[config.mk]
export PLATFORM = sky130hd
export DESIGN_NAME = dlf_cell
export DESIGN_NICKNAME = d
export VERILOG_FILES = /design/src/design/dlf_pkg.sv /design/src/design/dlf_cell.sv
export SDC_FILE = /design/constraint.sdc
export NUM_CORES = 1
export LEC_CHECK = 0
export BUFFER_PORTS_ARGS = -buffer_cell sky130_fd_sc_hd__buf_2
export CAP_MARGIN = 20
export CORE_UTILIZATION = 55
export CTS_BUF_LIST = sky130_fd_sc_hd__clkbuf_16
export CTS_CLUSTER_DIAMETER = 60
export CTS_CLUSTER_SIZE = 30
export DETAILED_ROUTE_END_ITERATION = 7
export PLACE_DENSITY = 0.74
export SYNTH_ARGS = -nofsm -noshare
export SYNTH_HDL_FRONTEND = slang
export SYNTH_SLANG_ARGS = --single-unit
[constraint.sdc]
create_clock -name clk -period 16.45 [get_ports clk]
set_input_delay 0 -clock clk [delete_from_list [all_inputs] [get_ports clk]]
set_output_delay 0 -clock clk [all_outputs]
set_load 0.02 [all_outputs]
[src/design/dlf_pkg.sv]
// Shared types and constants for the dense layer block.
`timescale 1ns / 1ps
package dlf_pkg;

    localparam logic [1:0] REQ_WEIGHT = 2'd0;
    localparam logic [1:0] REQ_BIAS   = 2'd1;
    localparam logic [1:0] REQ_ELEM   = 2'd2;

    localparam logic [1:0] ACT_LINEAR  = 2'd0;
    localparam logic [1:0] ACT_SIGMOID = 2'd1;
    localparam logic [1:0] ACT_TANH    = 2'd2;
    localparam logic [1:0] ACT_RELU    = 2'd3;

    localparam logic [1:0] CFG_ACT  = 2'd0;
    localparam logic [1:0] CFG_NIN  = 2'd1;
    localparam logic [1:0] CFG_NN   = 2'd2;

    localparam int ACC_BITS   = 40;
    localparam int VALUE_BITS = 16;

    typedef struct packed {
        logic [1:0]                   req_type;
        logic [4:0]                   neuron_sel;
        logic [5:0]                   element_pos;
        logic signed [VALUE_BITS-1:0] data_value;
        logic                         vector_end;
    } in_word_t;

    typedef struct packed {
        logic [4:0]                   neuron_id;
        logic signed [VALUE_BITS-1:0] activation_out;
        logic                         final_result;
    } out_word_t;

    // Control broadcast to every cell of the row
    typedef struct packed {
        logic load;
        logic acc;
        logic shift;
    } cell_ctl_t;

    // tanh knots at steps of 0.25, scaled by 256
    function automatic logic [8:0] tanh_knot(input logic [4:0] k);
        logic [8:0] r;
        begin
            case (k)
                5'd0:  r = 9'd0;
                5'd1:  r = 9'd63;
                5'd2:  r = 9'd118;
                5'd3:  r = 9'd163;
                5'd4:  r = 9'd195;
                5'd5:  r = 9'd217;
                5'd6:  r = 9'd232;
                5'd7:  r = 9'd241;
                5'd8:  r = 9'd247;
                5'd9:  r = 9'd250;
                5'd10: r = 9'd253;
                5'd11: r = 9'd254;
                5'd12: r = 9'd255;
                5'd13: r = 9'd255;
                default: r = 9'd256;
            endcase
            return r;
        end
    endfunction

    // Interpolated tanh for a in 0..1024
    function automatic logic [8:0] tanh_pos(input logic [10:0] a);
        logic [4:0]  k;
        logic [5:0]  f;
        logic [8:0]  lo;
        logic [8:0]  hi;
        logic [15:0] d;
        begin
            k  = a[10:6];
            f  = a[5:0];
            lo = tanh_knot(k);
            hi = tanh_knot(k + 5'd1);
            d  = 16'(hi - lo) * 16'(f) + 16'd32;
            if (a >= 11'd1024)
                return 9'd256;
            return lo + 9'(d >> 6);
        end
    endfunction

endpackage

[src/design/dlf_cell.sv]
// One neuron cell: accumulator with saturation, loads bias or shifts its neighbour's sum.
`timescale 1ns / 1ps
module dlf_cell
(
    input  logic                                 clk,
    input  logic                                 rst_n,
    input  dlf_pkg::cell_ctl_t                   ctl,
    input  logic                                 enable,
    input  logic signed [15:0]                   bias,
    input  logic signed [15:0]                   weight,
    input  logic signed [15:0]                   element,
    input  logic signed [dlf_pkg::ACC_BITS-1:0]  shift_in,
    output logic signed [dlf_pkg::ACC_BITS-1:0]  sum
);

    localparam int AB = dlf_pkg::ACC_BITS;
    localparam logic signed [AB:0] AMAX = {2'b00, {(AB-1){1'b1}}};
    localparam logic signed [AB:0] AMIN = {2'b11, {(AB-1){1'b0}}};

    logic signed [AB-1:0] sum_reg;
    logic signed [AB-1:0] sum_next;
    logic signed [AB-1:0] base;
    logic signed [31:0]   prod;
    logic signed [AB:0]   total;

    // bias in Q24.16 starts the sum on a fresh vector
    always_comb
    begin
        base  = ctl.load ? (AB'(bias) <<< 8) : sum_reg;
        prod  = weight * element;
        total = (AB+1)'(base) + (AB+1)'(prod);
        if (!enable)
            total = (AB+1)'(base);
        sum_next = sum_reg;
        if (ctl.shift)
            sum_next = shift_in;
        else if (ctl.acc)
        begin
            if (total > AMAX)
                sum_next = AMAX[AB-1:0];
            else if (total < AMIN)
                sum_next = AMIN[AB-1:0];
            else
                sum_next = total[AB-1:0];
        end
    end

    always_ff @(posedge clk or negedge rst_n)
    begin
        if (!rst_n)
            sum_reg <= '0;
        else
            sum_reg <= sum_next;
    end

    assign sum = sum_reg;

endmodule

==> results of run 1 <==
==> worst register-to-register path, stage by stage (launching register included) <==
cell	delay [ns]
dfrtp_1	0.40
inv_1	0.07
o21ai_0	0.57
ha_1	0.36
fa_1	0.53
fa_1	0.45
fa_1	0.54
inv_1	0.05
fa_1	0.47
inv_1	0.04
ha_1	0.37
a21oi_1	0.19
o21ai_0	0.20
a221oi_1	0.42
a21oi_1	0.20
or4_4	0.56
nand3_4	0.19
a211oi_4	0.09
nor2_4	0.78
a31oi_1	0.18
==> final cells by class <==
class,instances,area (um2)
Fill cell,2438,11000
Timing Repair Buffer,161,938
Inverter,433,1630
Clock inverter,2,60.1
Tap cell,378,473
Sequential cell,40,1000
Multi-Input combinational cell,1234,12700
Clock buffer,5,125
==> synthesized netlist by cell type, drive strengths merged (7+ instances only) <==
cell type / instances / share of area
dfrtp: 40 / 0.064
a211oi: 7 / 0.0048
a22oi: 7 / 0.0037
buf: 21 / 0.0086
nand2: 170 / 0.041
ha: 118 / 0.094
clkbuf: 58 / 0.014
o21bai: 8 / 0.0038
nor3: 7 / 0.0022
nor2: 82 / 0.020
xor2: 13 / 0.0072
inv: 432 / 0.10
and2: 124 / 0.049
a21o: 18 / 0.0086
nor2b: 11 / 0.0044
o21ai: 51 / 0.017
mux2: 15 / 0.011
a21oi: 125 / 0.045
fa: 334 / 0.43
nand2b: 7 / 0.0028
o211ai: 21 / 0.010
and3: 8 / 0.0035
xnor2: 21 / 0.012
nand3: 14 / 0.0064
a31oi: 9 / 0.0036
nand4: 13 / 0.0060
==> worst max-delay path by stage <==
| stage | startpoint | endpoint | slack (ns) |
|---|---|---|---|
| after detailed placement | weight[15] | sum[34] | 8.80 |
| after global routing | weight[15] | sum[34] | 8.58 |
| after floorplan | weight[15] | sum[5] | 9.90 |
| after global placement | weight[15] | sum[38] | 9.01 |
| after CTS | weight[15] | sum[34] | 9.08 |
| final | weight[15] | sum[34] | 9.12 |
==> per-layer routing <==
metal / routed length, um / track usage / part of all wire
met1: 14600 / 0.335 / 0.38
met2: 21100 / 0.519 / 0.55
met3: 1510 / 0.0236 / 0.039
met4: 1320 / 0.0916 / 0.034
met5: 13 / 0 / 0.00034
==> cell families after synthesis <==
kind of cell,synth area share
buf+inv,0.126
fa+ha+maj,0.519
simple gates,0.141
compound gates,0.120
flops,0.0637
xor+xnor,0.0189
mux,0.0114
==> per-stage QoR <==
| step | setup slack, ns | util | cells |
|---|---|---|---|
| after global placement | 9.01 | 0.591 | 2220 |
| final | 9.12 | 0.607 | 2253 |
| after global routing | 8.58 | 0.607 | 2253 |
| after detailed placement | 8.80 | 0.591 | 2220 |
| after floorplan | 9.90 | - | 1786 |
| after CTS | 9.08 | 0.607 | 2252 |
==> flow_summary.toml, run 1 <==
[logic_synthesis]
async_flop_share = 1.00
syn_avg_cell_area_um2 = 8.80
yosysSeqAreaShare = 0.0637
syn_nets = 2332
ys_types = 72
ys.flop_type = "dfrtp_1"
synth_area_um2 = 15700
yosysWarnings = 0
synth_edf_count = 0
syn_inst = 1786
ys_seq_elements = 40

[clock_tree]
htreeDepth = 2
tritoncts = "done"
cts.path.max_buffers = 2
cts_resized = 0
hold_buffers = 25
clk_latency_ns = 0.29
clockRootBuffer = "clkbuf_16"
numClockSinks = 40
cts.clk_slew.worst_paths_ns = 0.06
cts_setup_buffers = 0
numCtsBuffers = 5

[finish]
final_area_um2 = 17000
nets = 2421
final_common_cell = "inv_1"
final_cell_mix = "inv_1 (432), fa_1 (334), nand2_1 (170)"
layout-drive-gt1-share = 0.107
diodes = 0
largest_reg_flops = 40
syn2layout_area_growth_pct = 7.91

[timing]
timing.hold.ws_ns = 0.00269
rsz0062_at_grt = "no"
slew_headroom = 0.340
min_period_over_period = 0.446
hold_violations = 0
setup_violations = 0
period_needed_ns = 7.33
drv_slew = 0
setup_tns_ns = 0
skew_ns = 0.00798
tightest_slew_ns = 0.988
max_freq_ghz = 0.136

[critical_path]
rr_endpoint = "sum[34]"
max_stage_delay_ns = 0.78
r2r_start = "sum[26]"
ff2ff_setup_slack_ns = 9.61
endpoint_kind = "register"
arrival_ns = 7.45
crit_cells = 23
ff2ff_path_depth = 19
cp_max_fo = 28
path_class = "input port to register"
cp_top_family = "adder cells"
crit_required_ns = 16.57
cp_slowest_cell = "nor2_4"
start_kind = "input port"
crit_top_cell = "fa_1"
critPathBufInv = 6
path_cells = "buf_2, nand2_1, inv_1, fa_1, fa_1, inv_1, fa_1, fa_1, inv_1, fa_1, inv_1, fa_1, inv_1, ha_1, a21oi_1, nand2_1, a21oi_1, a21oi_1, or4_4, nand3_4, a211oi_4, nor2_4, a31oi_1"

[drt]
firstDrtPassIters = 5
wl_per_cell_um = 17.1
drtIter0Drc = 976
detail-route-antenna-nets = 0
wl_um = 38500
vias = 12500
drc_errors = 0
viasPerCell = 5.57

[hold_path]
hp-class = "input port to register"
min_to = "sum[17]"
hp-start = "shift_in[17]"
min_path_cells = 3

[place]
dpl_cell_area_um2 = 16500
hpwlAfterDp_um = 32600
portBuffers = 133
place.gp.congestion = 0.935

[die]
floorplan.initialDensity = 0.563
pin_count = 134
rows = 61
dieHeight_um = 171
dieArea_um2 = 29300
core_area_um2 = 27900
fp.dieW_um = 171

[job]
maxCapViolations = 0

[global_route]
gr-total-overflow = 0
antenna_found_initial = 1
grt_max_degree = 83
grt_pass1_wl_um = 63900
grt_usage = 0.278
grt_pass1_vias = 13100

[outcome]
status = "completed"
Power of run 1 is not shown: default switching activity piles up to over one toggle a cycle in this logic, so the estimate is an artifact.
==> inputs of run 2 (changes only) <==
PLACE_DENSITY = 0.77   (was 0.74)
clock period = 6.2 ns   (was 16.45 ns; I/O delays follow)
==> run 2 against run 1 <==
The run now ends with hold timing left. Critical path depth up 3. First-iteration DRC count down 3.7%. Sequential share of layout area down 0.51 points. Clock skew about the same. Cell count up 7.8%. Register-to-register slack worse by 9.3 ns. Non-clock buffer count up 175. Critical path type unchanged. Critical endpoint is now sum[17]. Largest cell class unchanged.
==> flow_summary.toml, run 2 (synthesis gave the netlist of run 1 again) <==
[outcome]
status = "finished, violations left"
violations = "hold timing"

[die]
floorplan.initialDensity = 0.563
dieHeight_um = 171
fp.dieW_um = 171
core_area_um2 = 27900
dieArea_um2 = 29300
rows = 61
pin_count = 134

[drt]
drtIter0Drc = 940
firstDrtPassIters = 5
viasPerCell = 5.53
detail-route-antenna-nets = 0
wl_um = 42200
wl_per_cell_um = 17.4
drc_errors = 0
vias = 13400

[finish]
fin_cells = 2429
nets = 2596
diodes = 0
fin_util = 0.665
layout-drive-gt1-share = 0.203
largest_reg_flops = 40
final_common_cell = "inv_1"
final_cell_mix = "inv_1 (429), fa_1 (327), buf_4 (177)"
syn2layout_area_growth_pct = 18.2

[job]
maxCapViolations = 0

[clock_tree]
clockRootBuffer = "clkbuf_16"
htreeDepth = 2
cts.path.max_buffers = 2
numClockSinks = 40
cts.clk_slew.worst_paths_ns = 0.06
clk_latency_ns = 0.29
tritoncts = "done"
numCtsBuffers = 5

[global_route]
gr-total-overflow = 0
antenna_found_initial = 0
grt_max_degree = 83
grt_usage = 0.300
grt_pass1_wl_um = 68800
grt_pass1_vias = 14300

[critical_path]
cp_top_family = "adder cells"
endpoint_kind = "register"
cp_max_fo = 10
path_class = "input port to register"
arrival_ns = 6.20
critPathBufInv = 9
cp_slowest_cell = "fa_2"
max_stage_delay_ns = 0.60
crit_required_ns = 6.37
start_kind = "input port"
crit_top_cell = "fa_1"

[place]
hpwlAfterDp_um = 36200
place.gp.congestion = 0.932
placedCellCount = 2387
portBuffers = 133

[timing]
hold_violations = 1
min_period_over_period = 0.972
period_needed_ns = 6.03
setup_tns_ns = 0
timing.hold.ws_ns = -0.00128
slew_headroom = 0.353
skew_ns = 0.00779
tightest_slew_ns = 0.970
drv_slew = 0
max_freq_ghz = 0.166
setup_violations = 0

[hold_path]
hp-class = "input port to register"
run 2: worst register-to-register path, delay by kind of cell (launching register included):
kind	cells	cell delay (ns)
AO/OA/AOI/OAI	6	1.71
XOR/XNOR	1	0.20
adder cells (fa/ha/maj)	6	2.64
buffers and inverters	2	0.11
flip-flops	1	0.40
multiplexers	1	0.32
AND/OR/NAND/NOR	2	0.43
run 2: final cells by class:
class | count | area (um2)
inverters | 433 | 1630
clock inverters | 3 | 42.5
repair buffers | 336 | 2410
fillers | 2204 | 9360
clock buffers | 5 | 125
multi-input cells | 1234 | 12900
well taps | 378 | 473
flip-flops and latches | 40 | 1000
run 2: final timing paths:
kind / endpoint / slack, ns / startpoint / depth (start not counted)
max: sum[17] / 0.17 / element[3] / 26
min: sum[24] / -0.001 / shift_in[24] / 3
max reg2reg: sum[33] / 0.32 / sum[10] / 18
min reg2reg: sum[39] / 0.61 / sum[39] / 2
max in group asynchronous: sum[1] / 5.15 / rst_n / 2
min in group asynchronous: sum[31] / 0.43 / rst_n / 2
run 2: timing repair:
| action | CTS | global route |
|---|---|---|
| setup buffers | 0 | 11 |
| gates resized for setup | 1 | 56 |
| hold buffers | 21 | 0 |
| hold endpoints to repair | 60 | 0 |
| pin swaps | 0 | 19 |
| setup endpoints to repair | 1 | 40 |
| cloned | 0 | 2 |
run 2: routing by layer:
layer	share of wire	track usage	up-vias
met1	0.37	0.347	6797
met2	0.54	0.556	490
met5	0	0	-
li1	-	-	6000
met4	0.054	0.141	0
met3	0.046	0.0296	156
run 2: through the flow:
stage / setup slack, ns / hold WS [ns] / area, um2
after floorplan: 0.0175 / -0.296 / 15700
after global placement: -0.158 / 0.170 / 17900
after detailed placement: -0.320 / 0.185 / 17900
after CTS: 0.00329 / 0.000641 / 18300
after global routing: -0.0418 / 0.00601 / 18600
final: 0.172 / -0.00128 / 18600
Power of run 2 is left out for the same reason.
==> inputs of run 3 (changes only) <==
BUFFER_PORTS_ARGS = -buffer_cell sky130_fd_sc_hd__buf_4   (was -buffer_cell sky130_fd_sc_hd__buf_2)
==> run 3 against run 2 <==
The flow still finishes with violations (hold timing). Sequential cell count unchanged. Register-to-register slack worse by 0.05 ns. Setup slack got worse by 0.024 ns. First-iteration DRC count rose by 7.7%. Critical endpoint is now sum[23]. Largest cell class unchanged.
==> flow_summary.toml, run 3 (synthesis gave the netlist of run 1 again) <==
[outcome]
status = "finished, violations left"
violations = "hold timing"

[drt]
wl_um = 41700
drtIter0Drc = 1012
drc_errors = 0
firstDrtPassIters = 6
vias = 13400
viasPerCell = 5.55
detail-route-antenna-nets = 0
wl_per_cell_um = 17.3

[critical_path]
r2r_start = "sum[25]"
ff2ff_path_depth = 21
start_kind = "input port"
cp_max_fo = 8
path_class = "input port to register"
crit_required_ns = 6.37
rr_endpoint = "sum[23]"
endpoint_kind = "register"
ff2ff_setup_slack_ns = 0.27
arrival_ns = 6.22

[die]
dieHeight_um = 171
floorplan.initialDensity = 0.563
rows = 61
fp.dieW_um = 171
core_area_um2 = 27900
pin_count = 134
dieArea_um2 = 29300

[timing]
tightest_slew_ns = 0.786
slew_headroom = 0.476
hold_violations = 1
timing.hold.ws_ns = -0.00616
min_period_over_period = 0.976
setup_violations = 0
setup_tns_ns = 0
drv_slew = 0
max_freq_ghz = 0.165
skew_ns = 0.00390
period_needed_ns = 6.05

[hold_path]
hp-class = "input port to register"
min_path_cells = 3
min_to = "sum[20]"
hp-start = "shift_in[20]"

[clock_tree]
cts.path.max_buffers = 2
cts.clk_slew.worst_paths_ns = 0.07
clockRootBuffer = "clkbuf_16"
numCtsBuffers = 5
htreeDepth = 2
tritoncts = "done"
numClockSinks = 40
clk_latency_ns = 0.29

[finish]
nets = 2583
largest_reg_flops = 40
final_common_cell = "inv_1"
final_cell_mix = "inv_1 (429), fa_1 (329), buf_4 (283)"
diodes = 0
syn2layout_area_growth_pct = 19.3
multi_input_area_um2 = 12900
final-seq-area_um2 = 1000
n_fill_cell = 2196
layout-drive-gt1-share = 0.190
fin_util = 0.671

[place]
hpwlAfterDp_um = 35000
portBuffers = 133
place.gp.congestion = 0.927

[global_route]
grt_max_degree = 83
grt_pass1_wl_um = 67800
grt_usage = 0.294
gr-total-overflow = 0
antenna_found_initial = 0
grt_pass1_vias = 14400

[job]
maxCapViolations = 0
[run 3: cell count changes in the layout (fill, tap and decap cells not counted), sizes merged]
| cell | change |
|---|---|
| clkinvlp | +1 |
| dlygate4sd3 | +7 |
| inv | -1 |
| clkinv | +1 |
| buf | -14 |
| nor2 | +1 |
| bufinv | -1 |
| clkbuf | -7 |
[run 3: what timing repair did]
item                                   4_1_cts  5_1_grt
cloned                                       1        1
setup endpoints to repair                   29       39
hold buffers                                28        0
endpoints found under the hold margin       67        0
setup buffers                                0       11
gates resized for setup                      2       39
pin swaps                                    1       22
[run 3: routing by layer]
metal | vias to the layer above | share of wire | track usage
met5 | - | 0 | 0
met4 | 0 | 0.050 | 0.137
met3 | 140 | 0.051 | 0.0268
met2 | 523 | 0.53 | 0.543
met1 | 6771 | 0.37 | 0.343
li1 | 5979 | - | -
[run 3: layout make-up]
cell class / count / area share
Tap cell: 378 / 0.0252
Multi-Input combinational cell: 1235 / 0.688
Clock buffer: 5 / 0.00667
Inverter: 433 / 0.0870
Timing Repair Buffer: 322 / 0.139
Sequential cell: 40 / 0.0534
Clock inverter: 3 / 0.00127
[run 3: how the worst max path moves through the flow]
stage                     startpoint  endpoint  cells past startpoint
after global placement    weight[15]   sum[38]                     24
after floorplan           weight[15]    sum[5]                     25
after detailed placement  weight[15]   sum[38]                     24
after global routing      element[2]   sum[22]                     25
final                     element[1]   sum[23]                     26
after CTS                 weight[15]   sum[13]                     27
[run 3: stage by stage]
step           instances  area [um2]  setup WS, ns
2_1_floorplan       1786       15700        0.0175
3_3_place_gp        2367       18000        -0.361
3_5_place_dp        2367       18000        -0.519
4_1_cts             2404       18400       0.00377
5_1_grt             2416       18700       -0.0452
6_report            2416       18700         0.148
[run 3: worst max-delay path: stages]
cell and delay [ns]:
buf_4 0.14, nand2_1 0.10, inv_1 0.07, fa_2 0.53, fa_1 0.61, clkinv_4 0.12
fa_2 0.46, buf_4 0.16, fa_1 0.47, inv_1 0.05, fa_1 0.48, inv_1 0.05
fa_1 0.48, inv_1 0.04, ha_1 0.30, nor2b_1 0.18, buf_4 0.14, or3_1 0.37
buf_4 0.16, o21ai_4 0.20, o31a_1 0.32, buf_6 0.19, nand4_4 0.14, clkbuf_16 0.23
o211ai_1 0.12, a21oi_1 0.10
Power of run 3 is left out for the same reason.
