[src/design/dlf_pkg.sv]
// Shared types and constants for the dense layer block.
`timescale 1ns / 1ps
package dlf_pkg;

    localparam logic [1:0] REQ_WEIGHT = 2'd0;
    localparam logic [1:0] REQ_BIAS   = 2'd1;
    localparam logic [1:0] REQ_ELEM   = 2'd2;

    localparam logic [1:0] ACT_LINEAR  = 2'd0;
    localparam logic [1:0] ACT_SIGMOID = 2'd1;
    localparam logic [1:0] ACT_TANH    = 2'd2;
    localparam logic [1:0] ACT_RELU    = 2'd3;

    localparam logic [1:0] CFG_ACT  = 2'd0;
    localparam logic [1:0] CFG_NIN  = 2'd1;
    localparam logic [1:0] CFG_NN   = 2'd2;

    localparam int ACC_BITS   = 40;
    localparam int VALUE_BITS = 16;

    typedef struct packed {
        logic [1:0]                   req_type;
        logic [4:0]                   neuron_sel;
        logic [5:0]                   element_pos;
        logic signed [VALUE_BITS-1:0] data_value;
        logic                         vector_end;
    } in_word_t;

    typedef struct packed {
        logic [4:0]                   neuron_id;
        logic signed [VALUE_BITS-1:0] activation_out;
        logic                         final_result;
    } out_word_t;

    // Control broadcast to every cell of the row
    typedef struct packed {
        logic load;
        logic acc;
        logic shift;
    } cell_ctl_t;

    // tanh knots at steps of 0.25, scaled by 256
    function automatic logic [8:0] tanh_knot(input logic [4:0] k);
        logic [8:0] r;
        begin
            case (k)
                5'd0:  r = 9'd0;
                5'd1:  r = 9'd63;
                5'd2:  r = 9'd118;
                5'd3:  r = 9'd163;
                5'd4:  r = 9'd195;
                5'd5:  r = 9'd217;
                5'd6:  r = 9'd232;
                5'd7:  r = 9'd241;
                5'd8:  r = 9'd247;
                5'd9:  r = 9'd250;
                5'd10: r = 9'd253;
                5'd11: r = 9'd254;
                5'd12: r = 9'd255;
                5'd13: r = 9'd255;
                default: r = 9'd256;
            endcase
            return r;
        end
    endfunction

    // Interpolated tanh for a in 0..1024
    function automatic logic [8:0] tanh_pos(input logic [10:0] a);
        logic [4:0]  k;
        logic [5:0]  f;
        logic [8:0]  lo;
        logic [8:0]  hi;
        logic [15:0] d;
        begin
            k  = a[10:6];
            f  = a[5:0];
            lo = tanh_knot(k);
            hi = tanh_knot(k + 5'd1);
            d  = 16'(hi - lo) * 16'(f) + 16'd32;
            if (a >= 11'd1024)
                return 9'd256;
            return lo + 9'(d >> 6);
        end
    endfunction

endpackage

[src/design/dlf_act.sv]
// Rounding, saturation and activation for one drained sum.
`timescale 1ns / 1ps
module dlf_act
(
    input  logic [1:0]                          mode,
    input  logic signed [dlf_pkg::ACC_BITS-1:0] sum,
    output logic signed [15:0]                  y
);

    localparam int AB = dlf_pkg::ACC_BITS;

    logic signed [AB:0]  rnd;
    logic signed [AB-8:0] s_wide;
    logic signed [15:0]  s;
    logic [15:0]         a;
    logic [10:0]         at;
    logic [10:0]         ah;
    logic [8:0]          t;
    logic [8:0]          th;
    logic [9:0]          sg;

    always_comb
    begin
        rnd    = (AB+1)'(sum) + (AB+1)'(128);
        s_wide = rnd[AB:8];
        if (s_wide > (AB-7)'(32767))
            s = 16'sd32767;
        else if (s_wide < -(AB-7)'(32768))
            s = -16'sd32768;
        else
            s = s_wide[15:0];
        a  = s[15] ? 16'(-s) : 16'(s);
        at = (a > 16'd1024) ? 11'd1024 : a[10:0];
        ah = (a[15:1] > 15'd1024) ? 11'd1024 : a[11:1];
        t  = dlf_pkg::tanh_pos(at);
        th = dlf_pkg::tanh_pos(ah);
        sg = s[15] ? (10'd257 - 10'(th)) : (10'd257 + 10'(th));
        unique case (mode)
            dlf_pkg::ACT_SIGMOID: y = 16'(sg[9:1]);
            dlf_pkg::ACT_TANH:    y = s[15] ? -16'(t) : 16'(t);
            dlf_pkg::ACT_RELU:    y = s[15] ? 16'sd0 : s;
            default:              y = s;
        endcase
    end

endmodule

[config.mk]
export PLATFORM = sky130hd
export DESIGN_NAME = dlf_act
export DESIGN_NICKNAME = d
export VERILOG_FILES = /design/src/design/dlf_pkg.sv /design/src/design/dlf_act.sv
export SDC_FILE = /design/constraint.sdc
export NUM_CORES = 1
export LEC_CHECK = 0
export CORE_UTILIZATION = 55
export DETAILED_ROUTE_END_ITERATION = 8
export DONT_BUFFER_PORTS = 1
export PLACE_DENSITY = 0.75
export SYNTH_ARGS = -nofsm -noshare
export SYNTH_HDL_FRONTEND = slang
export SYNTH_SLANG_ARGS = --single-unit
[constraint.sdc]
create_clock -name vclk -period 13.5
set_input_delay 0.675 -clock vclk [all_inputs]
set_output_delay 0.675 -clock vclk [all_outputs]
set_load 0.01 [all_outputs]
==> impl_metrics.csv, run 1 <==
group,metric,value,unit
detailed_routing,antenna_left,0,
power_and_ir_drop,netSwitchingPower,0.0540,mW
synthesis,netlist_instances,1338,
setup_path,crit_fanout,7,
placed_design,globalplace.congestion,1.01,
timing,rsz0062_at_grt,"yes",
placed_design,io_buffers,0,
timing,hold_viol,0,
cells_and_area,clkbuf_count,0,
power_and_ir_drop,power,0.0887,mW
placed_design,place_area,11500,sq um
grt,grt_usage,0.325,
setup_path,critPathArrivalTime,12930,ps
synthesis,synth_seq_area_share,0,
detailed_routing,num_vias,10800,
grt,grt_pass1_wl,47600,microns
die,dieArea,18100,sq um
power_and_ir_drop,clkPwrFrac,0,
timing,whs,1420,ps
detailed_routing,via_per_inst,6.13,
power_and_ir_drop,seqPwrFrac,0,
flow_run,max_cap_viol_count,0,
die,start_util,0.560,
cells_and_area,seq_cells,0,
timing,worst_slew_pin_slew,1270,ps
setup_path,worstSetupPathType,"in -> out",
power_and_ir_drop,power_leakage,5.87,nW
setup_path,critPathSlowestCell,"or4_4",
cells_and_area,n_antenna_cell,0,
die,die_x,134,microns
grt,antenna_found_initial,1,
power_and_ir_drop,internal-power,0.0347,mW
die,rows,48,
outcome,violations,"negative setup slack",
detailed_routing,totalWireLength,32000,microns
cells_and_area,final_area,12800,sq um
power_and_ir_drop,comb_power_share,1.000,
setup_path,crit_path_frequent_cell,"ha_4",
outcome,status,"finished, violations left",
detailed_routing,drc_errors,0,
setup_path,critPathMaxStageDelay,530,ps
setup_path,critPathRequiredTime,12820,ps
cells_and_area,instances_no_fill,1760,
grt,overflow,0,
power_and_ir_drop,powerDensity,6.92,nW/um^2
timing,fmax,73.5,MHz
power_and_ir_drop,vdd_drop_max,0.00000914,V
timing,setup_violations,4,
cells_and_area,seqCellArea,0,sq um
setup_path,end_kind,"output pin",
grt,grt_pass1_vias,10000,
synthesis,netlist_area,9650,sq um
die,core_area,17200,sq um
synthesis,avgSynthCellArea,7.21,sq um
die,num_io_pins,58,
cells_and_area,area_delta_synth_final,32.8,%
grt,grt_max_degree,33,
die,die_h,134,microns
detailed_routing,wire_per_inst,18.2,microns
timing,slew_viol_final,0,
detailed_routing,first_iter_violations,1052,
setup_path,cp-start-kind,"input pin",
cells_and_area,layout_commonest_cell,"buf_4",
cells_and_area,post-route-util,0.744,
worst_hold_path,holdCritPathClass,"in -> out",
cells_and_area,nets,1783,
cells_and_area,fillers,1222,
setup_path,cp-startpoint,"sum[7]",
power_and_ir_drop,switching_share,0.608,
placed_design,place_inst,1715,
synthesis,synthesis.nets,1584,
timing,period_minus_slack,13610,ps
placed_design,hpwl,24600,microns
detailed_routing,drt_pass1_iterations,5,
setup_path,endpoint,"y[8]",
timing,fin_ws,-107,ps
cells_and_area,drive_above_1_share,0.315,
timing,period_share,1.01,
synthesis,synth_cell_types,96,
timing,max-slew-margin-rel,0.155,
synthesis,synth_warnings,0,
cells_and_area,layout_common_cells,"221 x buf_4, 165 x inv_1, 163 x nor2_1, 101 x ha_1, 87 x nand2_1",
[power groups by stage]
stage / combinational (mW) / sequential [mW] / clock, mW
after global placement: 0.0740 / 0 / 0
after CTS: 0.0756 / 0 / 0
after detailed placement: 0.0745 / 0 / 0
after global routing: 0.0940 / 0 / 0
after floorplan: 0.0556 / 0 / 0
final: 0.0887 / 0 / 0
[layout make-up]
| class | count | area, sq um | share of cell area |
|---|---|---|---|
| well taps | 225 | 282 | 0.0220 |
| multi-input cells | 1116 | 10000 | 0.782 |
| repair buffers | 234 | 1810 | 0.141 |
| inverters | 185 | 704 | 0.0550 |
[layer usage]
| layer | global-route usage | routed length (microns) | part of all wire | up-vias |
|---|---|---|---|---|
| met3 | 0.0299 | 2700 | 0.084 | 99 |
| met2 | 0.545 | 15000 | 0.47 | 547 |
| met1 | 0.437 | 12900 | 0.40 | 5123 |
| li1 | - | - | - | 5021 |
| met5 | 0 | 0 | 0 | - |
| met4 | 0.108 | 1380 | 0.043 | 0 |
[worst min-delay path by stage]
stage          slack (ps)  cells past startpoint     from    end
2_1_floorplan        1570                      2  mode[1]   y[3]
3_3_place_gp         1460                      1  mode[1]  y[15]
3_5_place_dp         1460                      1  mode[1]  y[15]
4_1_cts              1460                      1  mode[1]  y[15]
5_1_grt              1420                      1  mode[1]  y[15]
6_report             1420                      1  mode[1]  y[15]
[through the flow]
step	setup TNS (ps)	setup slack, ps
2_1_floorplan	0	2.55
3_3_place_gp	-491	-126
3_5_place_dp	-1950	-272
4_1_cts	0	5.39
5_1_grt	-5550	-600
6_report	-134	-107
[logic make-up (layout without fill, tap and decap cells)]
logic type / count (synthesis) / in the layout / share of synthesized area
simple gates: 494 / 494 / 0.254
compound gates: 298 / 298 / 0.213
xor+xnor: 105 / 105 / 0.0961
buf+inv: 222 / 419 / 0.0908
fa+ha+maj: 204 / 204 / 0.327
mux: 15 / 15 / 0.0201
[Yosys cell counts, types with 22 or more instances]
cell type / instances / share of area
nor3_1: 30 / 0.016
ha_1: 124 / 0.16
xor2_1: 28 / 0.025
fa_1: 80 / 0.17
a21o_1: 22 / 0.017
a21oi_1: 79 / 0.041
nand2_1: 97 / 0.038
o21ai_0: 53 / 0.027
nor2_1: 176 / 0.068
nand3_1: 41 / 0.021
inv_1: 184 / 0.072
xnor2_1: 76 / 0.069
[timing repair]
action	CTS	global route
setup endpoints to repair	13	15
gates resized for setup	19	197
hold buffers	0	0
buffers inserted	4	42
pin swaps	7	161
[worst max-delay path: cells and delay by family]
kind / cells / cell delay [ps]
simple gates: 21 / 4290
mux: 2 / 430
fa+ha+maj: 12 / 3960
xor+xnor: 3 / 440
buf+inv: 8 / 670
compound gates: 15 / 2430
Note: power is estimated with default switching activity, not from simulation.
==> run 2, diff against run 1 <==
--- a/config.mk
+++ b/config.mk
@@ -6,4 +6,5 @@
 export NUM_CORES = 1
 export LEC_CHECK = 0
+export CORE_ASPECT_RATIO = 1.4
 export CORE_UTILIZATION = 55
 export DETAILED_ROUTE_END_ITERATION = 8
==> constraint.sdc (replaced) <==
create_clock -name vclk -period 13.5
set_input_delay 3.375 -clock vclk [all_inputs]
set_output_delay 3.375 -clock vclk [all_outputs]
set_load 0.01 [all_outputs]
==> run 2 against run 1 <==
Compared with the run above:
- area after synthesis did not move
- the run now fails in global routing
- synthesized cell count stayed put
==> impl_metrics.csv, run 2 <==
group,metric,value,unit
die,start_util,0.569,
synthesis,avgSynthCellArea,7.21,sq um
synthesis,netlist_area,9650,sq um
outcome,tool.error,"[ERROR GRT-0232] Routing congestion too high. Check the congestion heatmap in the GUI.",
synthesis,synth.area.top_cells,"fa_1 17%, ha_1 16%, inv_1 7.2%",
placed_design,hpwl,30200,microns
synthesis,synth.most_common_cell,"inv_1",
outcome,lastStage,"global routing",
placed_design,io_buffers,0,
synthesis,synth_cell_types,96,
die,die_x,114,microns
die,die_h,159,microns
die,rows,56,
grt,grt_max_degree,20,
grt,overflow,3,
timing,worst_endpoint,"y[8]",
synthesis,synth_seq_area_share,0,
placed_design,globalplace.congestion,1.02,
synthesis,netlist_instances,1338,
outcome,status,"stopped before the end",
grt,grt_usage,0.644,
placed_design,place_inst,1948,
synthesis,synth_warnings,0,
synthesis,synthesis.nets,1584,
synthesis,synth_common_cells,"184 x inv_1, 176 x nor2_1, 124 x ha_1, 97 x nand2_1, 80 x fa_1",
synthesis,synth_top_area_frac,0.166,
die,num_io_pins,58,
timing,worstEpCategory,"primary output",
synthesis,synth_top_cell_by_area,"fa_1",
-- run 2: repair_timing --
action,CTS
setup endpoints to repair,16
setup buffers,36
pin swaps,83
gates resized for setup,104
hold buffers,0
-- run 2: per-layer routing --
metal / GRT overflow / track usage
met1: 0 / 0.635
met2: 3 / 0.870
met3: 0 / 0.424
met4: 0 / 0.631
met5: 0 / 0.0986
-- run 2: logic make-up after synthesis --
logic type / count (synthesis) / synth area share
simple gates: 494 / 0.254
compound gates: 298 / 0.213
buf+inv: 222 / 0.0908
fa+ha+maj: 204 / 0.327
xor+xnor: 105 / 0.0961
mux: 15 / 0.0201
-- run 2: through the flow --
stage / setup TNS [ps] / worst slack (ps) / instance area, sq um
floorplan: -80470 / -5340 / 10100
global placement: -83130 / -5550 / 13300
detailed placement: -87710 / -5900 / 13300
CTS: -76880 / -5130 / 14000
==> run 3, diff against run 2 <==
CORE_ASPECT_RATIO = default   (was 1.4)
CORE_UTILIZATION = 40   (was 55)
PLACE_DENSITY = default   (was 0.75)
PLACE_DENSITY_LB_ADDON = 0.15   (was default)
clock period = 17.55 ns   (was 13.5 ns; I/O delays follow)
==> run 3 against run 2 <==
Compared with the run above:
- the flow now finishes, with violations (negative setup slack)
==> impl_metrics.csv, run 3 (synthesized netlist as in run 1, its figures left out) <==
group,metric,value,unit
outcome,status,"finished, violations left",
outcome,violations,"negative setup slack",
setup_path,critPathMaxStageDelay,580,ps
cells_and_area,drive_above_1_share,0.426,
cells_and_area,instances_no_fill,2110,
power_and_ir_drop,switching_share,0.529,
detailed_routing,wire_per_inst,16.2,microns
timing,fmax,47.7,MHz
grt,grt_usage,0.277,
detailed_routing,antenna_left,0,
worst_hold_path,holdCritPathClass,"in -> out",
detailed_routing,drc_errors,0,
cells_and_area,layout_commonest_cell,"buf_4",
die,die_x,157,microns
timing,fin_ws,-3430,ps
timing,setup_violations,16,
setup_path,crit_fanout,8,
power_and_ir_drop,power_leakage,7.14,nW
grt,grt_max_degree,19,
detailed_routing,totalWireLength,34200,microns
placed_design,hpwl,28100,microns
setup_path,crit_path_frequent_cell,"buf_4",
grt,overflow,0,
detailed_routing,num_vias,11300,
detailed_routing,via_per_inst,5.36,
die,core_area,23500,sq um
die,dieArea,24700,sq um
cells_and_area,area_delta_synth_final,55.7,%
power_and_ir_drop,netSwitchingPower,0.0452,mW
setup_path,cp-start-kind,"input pin",
power_and_ir_drop,clkPwrFrac,0,
detailed_routing,first_iter_violations,867,
setup_path,critPathArrivalTime,16590,ps
power_and_ir_drop,powerDensity,5.69,nW/um^2
placed_design,place_inst,2060,
power_and_ir_drop,vdd_drop_max,0.00000518,V
setup_path,worstSetupPathType,"in -> out",
setup_path,end_kind,"output pin",
timing,max-slew-margin-rel,0.243,
timing,period_share,1.20,
cells_and_area,clkbuf_count,0,
cells_and_area,layout_common_cells,"470 x buf_4, 167 x inv_1, 157 x nor2_1, 98 x ha_1, 82 x nand2_1",
cells_and_area,fillers,2097,
power_and_ir_drop,internal-power,0.0403,mW
power_and_ir_drop,seqPwrFrac,0,
cells_and_area,n_antenna_cell,0,
cells_and_area,seq_cells,0,
die,die_h,157,microns
grt,grt_pass1_vias,11200,
cells_and_area,final_area,15000,sq um
placed_design,io_buffers,0,
setup_path,critPathSlowestCell,"or4_4",
cells_and_area,multi_input_comb_area,10200,sq um
timing,hold_viol,0,
timing,whs,8850,ps
grt,antenna_found_initial,0,
timing,slew_viol_final,0,
placed_design,place_area,13500,sq um
timing,rsz0062_at_grt,"yes",
grt,grt_pass1_wl,55100,microns
setup_path,critPathRequiredTime,13160,ps
die,start_util,0.410,
cts,cts_hold_buf,0,
cells_and_area,post-route-util,0.638,
cells_and_area,nets,2039,
timing,fin_tns_setup,-49540,ps
power_and_ir_drop,comb_power_share,1.000,
die,num_io_pins,58,
die,rows,56,
placed_design,globalplace.congestion,0.931,
detailed_routing,drt_pass1_iterations,5,
cells_and_area,seqCellArea,0,sq um
flow_run,max_cap_viol_count,0,
timing,worst_slew_pin_slew,1140,ps
timing,period_minus_slack,20980,ps
==> run 3: power groups by stage <==
stage	Clock [mW]	Sequential (mW)	Combinational, mW
floorplan	0	0	0.0437
finish	0	0	0.0855
global route	0	0	0.0910
global placement	0	0	0.0758
detailed placement	0	0	0.0761
CTS	0	0	0.0834
==> run 3: repair_timing <==
action                     in CTS  in global routing
gates resized for setup       208                 29
setup buffers                  52                  7
setup endpoints to repair      16                 16
pin swaps                     153                 55
==> run 3: layout make-up <==
cell class	instances	area share
Timing Repair Buffer	490	0.250
Multi-Input combinational cell	1116	0.677
Tap cell	319	0.0266
Inverter	185	0.0469
==> run 3: per-stage QoR <==
stage | power, mW | setup WS (ps)
2_1_floorplan | 0.0437 | -3320
3_3_place_gp | 0.0758 | -3540
3_5_place_dp | 0.0761 | -3700
4_1_cts | 0.0834 | -3210
6_report | 0.0855 | -3430
5_1_grt | 0.0910 | -3990
==> run 3: worst max-delay path, delay by kind of cell <==
family / cells / cell delay [ps]
AND/OR/NAND/NOR: 19 / 3560
XOR/XNOR: 5 / 800
AO/OA/AOI/OAI: 16 / 2620
buffers and inverters: 14 / 1710
adder cells (fa/ha/maj): 9 / 3130
multiplexers: 1 / 350
==> run 3: worst paths after layout <==
kind	start	end	slack, ps	cells after the start
worst min-delay path	mode[0]	y[15]	8850	1
worst max-delay path	sum[7]	y[5]	-3430	64
==> run 3: metal layers <==
metal	GRT usage	routed length, microns	vias up
li1	-	-	5526
met1	0.365	15300	5430
met5	0	0	-
met2	0.488	16400	288
met4	0.0772	1070	0
met3	0.0162	1410	57
==> run 4, diff against run 3 <==
ABC_AREA = 1   (was default)
CELL_PAD_IN_SITES_DETAIL_PLACEMENT = 0   (was default)
CELL_PAD_IN_SITES_GLOBAL_PLACEMENT = 1   (was default)
REMOVE_ABC_BUFFERS = 1   (was default)
==> run 4 against run 3 <==
Compared with the run above:
- the flow still finishes with violations (negative setup slack)
- synthesized cell count increased by 19%
- area after synthesis increased by 0.34%
- first-iteration DRC count decreased by 45%
- sequential share of layout area unchanged
- die area increased by 0.33%
- maximum frequency increased by 7.6%
- combinational power increased to 6.4 times the previous value
- count of clock-buffer cells in the layout unchanged
- global-route usage decreased by 1.4 points
- total power increased to 6.4 times the previous value
- critical endpoint is now y[8]
- largest cell class unchanged
- largest power group unchanged
- highest routed layer unchanged
==> impl_metrics.csv, run 4 <==
group,metric,value,unit
synthesis,synth_top_family_by_area,"simple AND/OR/NAND/NOR gates",
setup_path,critPathMaxStageDelay,560,ps
die,core_area,23600,sq um
synthesis,synthMuxAreaShare,0,
detailed_routing,first_iter_violations,473,
timing,fin_ws,-1950,ps
cells_and_area,layout_common_cells,"415 x buf_4, 307 x nand2_1, 275 x inv_1, 219 x nor2_1, 96 x ha_1",
placed_design,hpwl,26700,microns
synthesis,avgSynthCellArea,6.07,sq um
setup_path,crit_path_frequent_cell,"nand2_2",
die,dieArea,24800,sq um
cells_and_area,instances_no_fill,2336,
cells_and_area,final_area,14800,sq um
grt,grt_max_degree,32,
detailed_routing,wire_per_inst,14.0,microns
detailed_routing,drc_errors,0,
power_and_ir_drop,power_leakage,7.92,nW
detailed_routing,antenna_left,0,
synthesis,netlist_area,9680,sq um
timing,period_minus_slack,19500,ps
timing,hold_viol,0,
grt,antenna_found_initial,0,
detailed_routing,drt_pass1_iterations,6,
synthesis,synth_compound_area_frac,0.102,
synthesis,synth_top_area_frac,0.165,
synthesis,netlist_instances,1594,
synthesis,synth_xor_area_frac,0.0516,
placed_design,globalplace.congestion,0.909,
setup_path,end_kind,"output pin",
worst_hold_path,holdPathEnd,"y[15]",
cells_and_area,clkbuf_count,0,
die,num_io_pins,58,
setup_path,crit_fanout,6,
cells_and_area,seqCellArea,0,sq um
cells_and_area,layout_commonest_cell,"buf_4",
power_and_ir_drop,powerDensity,37.1,nW/um^2
synthesis,synth.area.top_cells,"fa_1 17%, ha_1 16%, nand2_1 14%",
cts,cts_hold_buf,0,
synthesis,synth_cell_types,53,
setup_path,worstSetupPathType,"in -> out",
placed_design,io_buffers,0,
synthesis,synthAdderAreaFrac,0.326,
flow_run,max_cap_viol_count,0,
worst_hold_path,hold_depth,3,
grt,grt_pass1_vias,11300,
setup_path,critPathArrivalTime,15110,ps
synthesis,synth_top_cell_by_area,"fa_1",
timing,rsz0062_at_grt,"yes",
worst_hold_path,holdCritPathClass,"in -> out",
die,die_h,158,microns
grt,grt_usage,0.263,
die,rows,56,
outcome,status,"finished, violations left",
cells_and_area,fillers,2254,
cells_and_area,n_antenna_cell,0,
placed_design,place_area,12900,sq um
cells_and_area,area_delta_synth_final,53.1,%
timing,fin_tns_setup,-28120,ps
synthesis,synth_warnings,0,
synthesis,synth_seq_area_share,0,
placed_design,place_inst,2283,
setup_path,critPathRequiredTime,13160,ps
timing,worst_slew_pin_slew,462,ps
synthesis,synth_common_cells,"351 x nand2_1, 306 x inv_1, 263 x nor2_1, 124 x ha_1, 92 x nand3_1",
power_and_ir_drop,vdd_drop_max,0.0000392,V
timing,setup_violations,16,
grt,overflow,0,
synthesis,synthSimpleGateAreaFrac,0.388,
detailed_routing,totalWireLength,32700,microns
detailed_routing,via_per_inst,4.90,
placed_design,dp_slack,-2550,ps
cells_and_area,nets,2265,
timing,max-slew-margin-rel,0.691,
detailed_routing,num_vias,11400,
timing,period_share,1.11,
setup_path,critPathSlowestCell,"fa_1",
die,start_util,0.410,
cells_and_area,drive_above_1_share,0.390,
worst_hold_path,min_from,"mode[1]",
outcome,violations,"negative setup slack",
synthesis,synth.most_common_cell,"nand2_1",
grt,grt_pass1_wl,52900,microns
timing,slew_viol_final,0,
cells_and_area,seq_cells,0,
timing,fmax,51.3,MHz
setup_path,cp-start-kind,"input pin",
die,die_x,158,microns
==> run 4: worst max-delay path, delay by kind of cell <==
kind,cells,cell delay [ps]
simple gates,47,4380
fa+ha+maj,11,3600
buf+inv,16,1430
compound gates,5,790
xor+xnor,3,490
==> run 4: how the worst max path moves through the flow <==
stage	from	end	slack [ps]	depth (start not counted)
floorplan	sum[16]	y[11]	-2470	70
detailed placement	sum[7]	y[7]	-2550	74
finish	sum[7]	y[8]	-1950	82
CTS	sum[8]	y[11]	-1840	72
global route	sum[7]	y[8]	-2600	80
global placement	sum[7]	y[7]	-2450	74
==> run 4: per-stage QoR <==
| step | util | hold WS (ps) | total power, mW |
|---|---|---|---|
| 2_1_floorplan | - | 8960 | 0.234 |
| 3_3_place_gp | 0.545 | 9060 | 0.430 |
| 3_5_place_dp | 0.545 | 9060 | 0.437 |
| 4_1_cts | 0.592 | 9040 | 0.493 |
| 5_1_grt | 0.628 | 9040 | 0.603 |
| 6_report | 0.628 | 9040 | 0.549 |
==> run 4: report_power, final <==
group          total, mW  switching, mW  internal (mW)
Clock                  0              0              0
Sequential             0              0              0
Combinational      0.549          0.292          0.257
==> run 4: cell type report <==
type | count | area (sq um) | share of cell area
multi-input combinational | 1259 | 9820 | 0.662
timing repair buffer | 435 | 3370 | 0.227
inverter | 323 | 1230 | 0.0833
tap | 319 | 399 | 0.0269
==> run 4: what timing repair did <==
item	4_1_cts	5_1_grt
setup buffers	28	28
endpoints found under the hold margin	0	0
pin swaps	127	182
resized for setup	195	162
endpoints found under the setup margin	16	16
==> run 4: per-layer routing <==
metal | up-vias | track usage | routed length [microns]
met1 | 5385 | 0.347 | 15200
li1 | 5844 | - | -
met2 | 178 | 0.480 | 16100
met5 | - | 0 | 0
met4 | 0 | 0.0314 | 407
met3 | 30 | 0.0162 | 1050
==> run 4: cell families (layout without fill, tap and decap cells) <==
group,Yosys count,count (layout)
AND/OR/NAND/NOR,839,839
buffers and inverters,335,758
adder cells (fa/ha/maj),204,204
AO/OA/AOI/OAI,162,162
XOR/XNOR,54,54
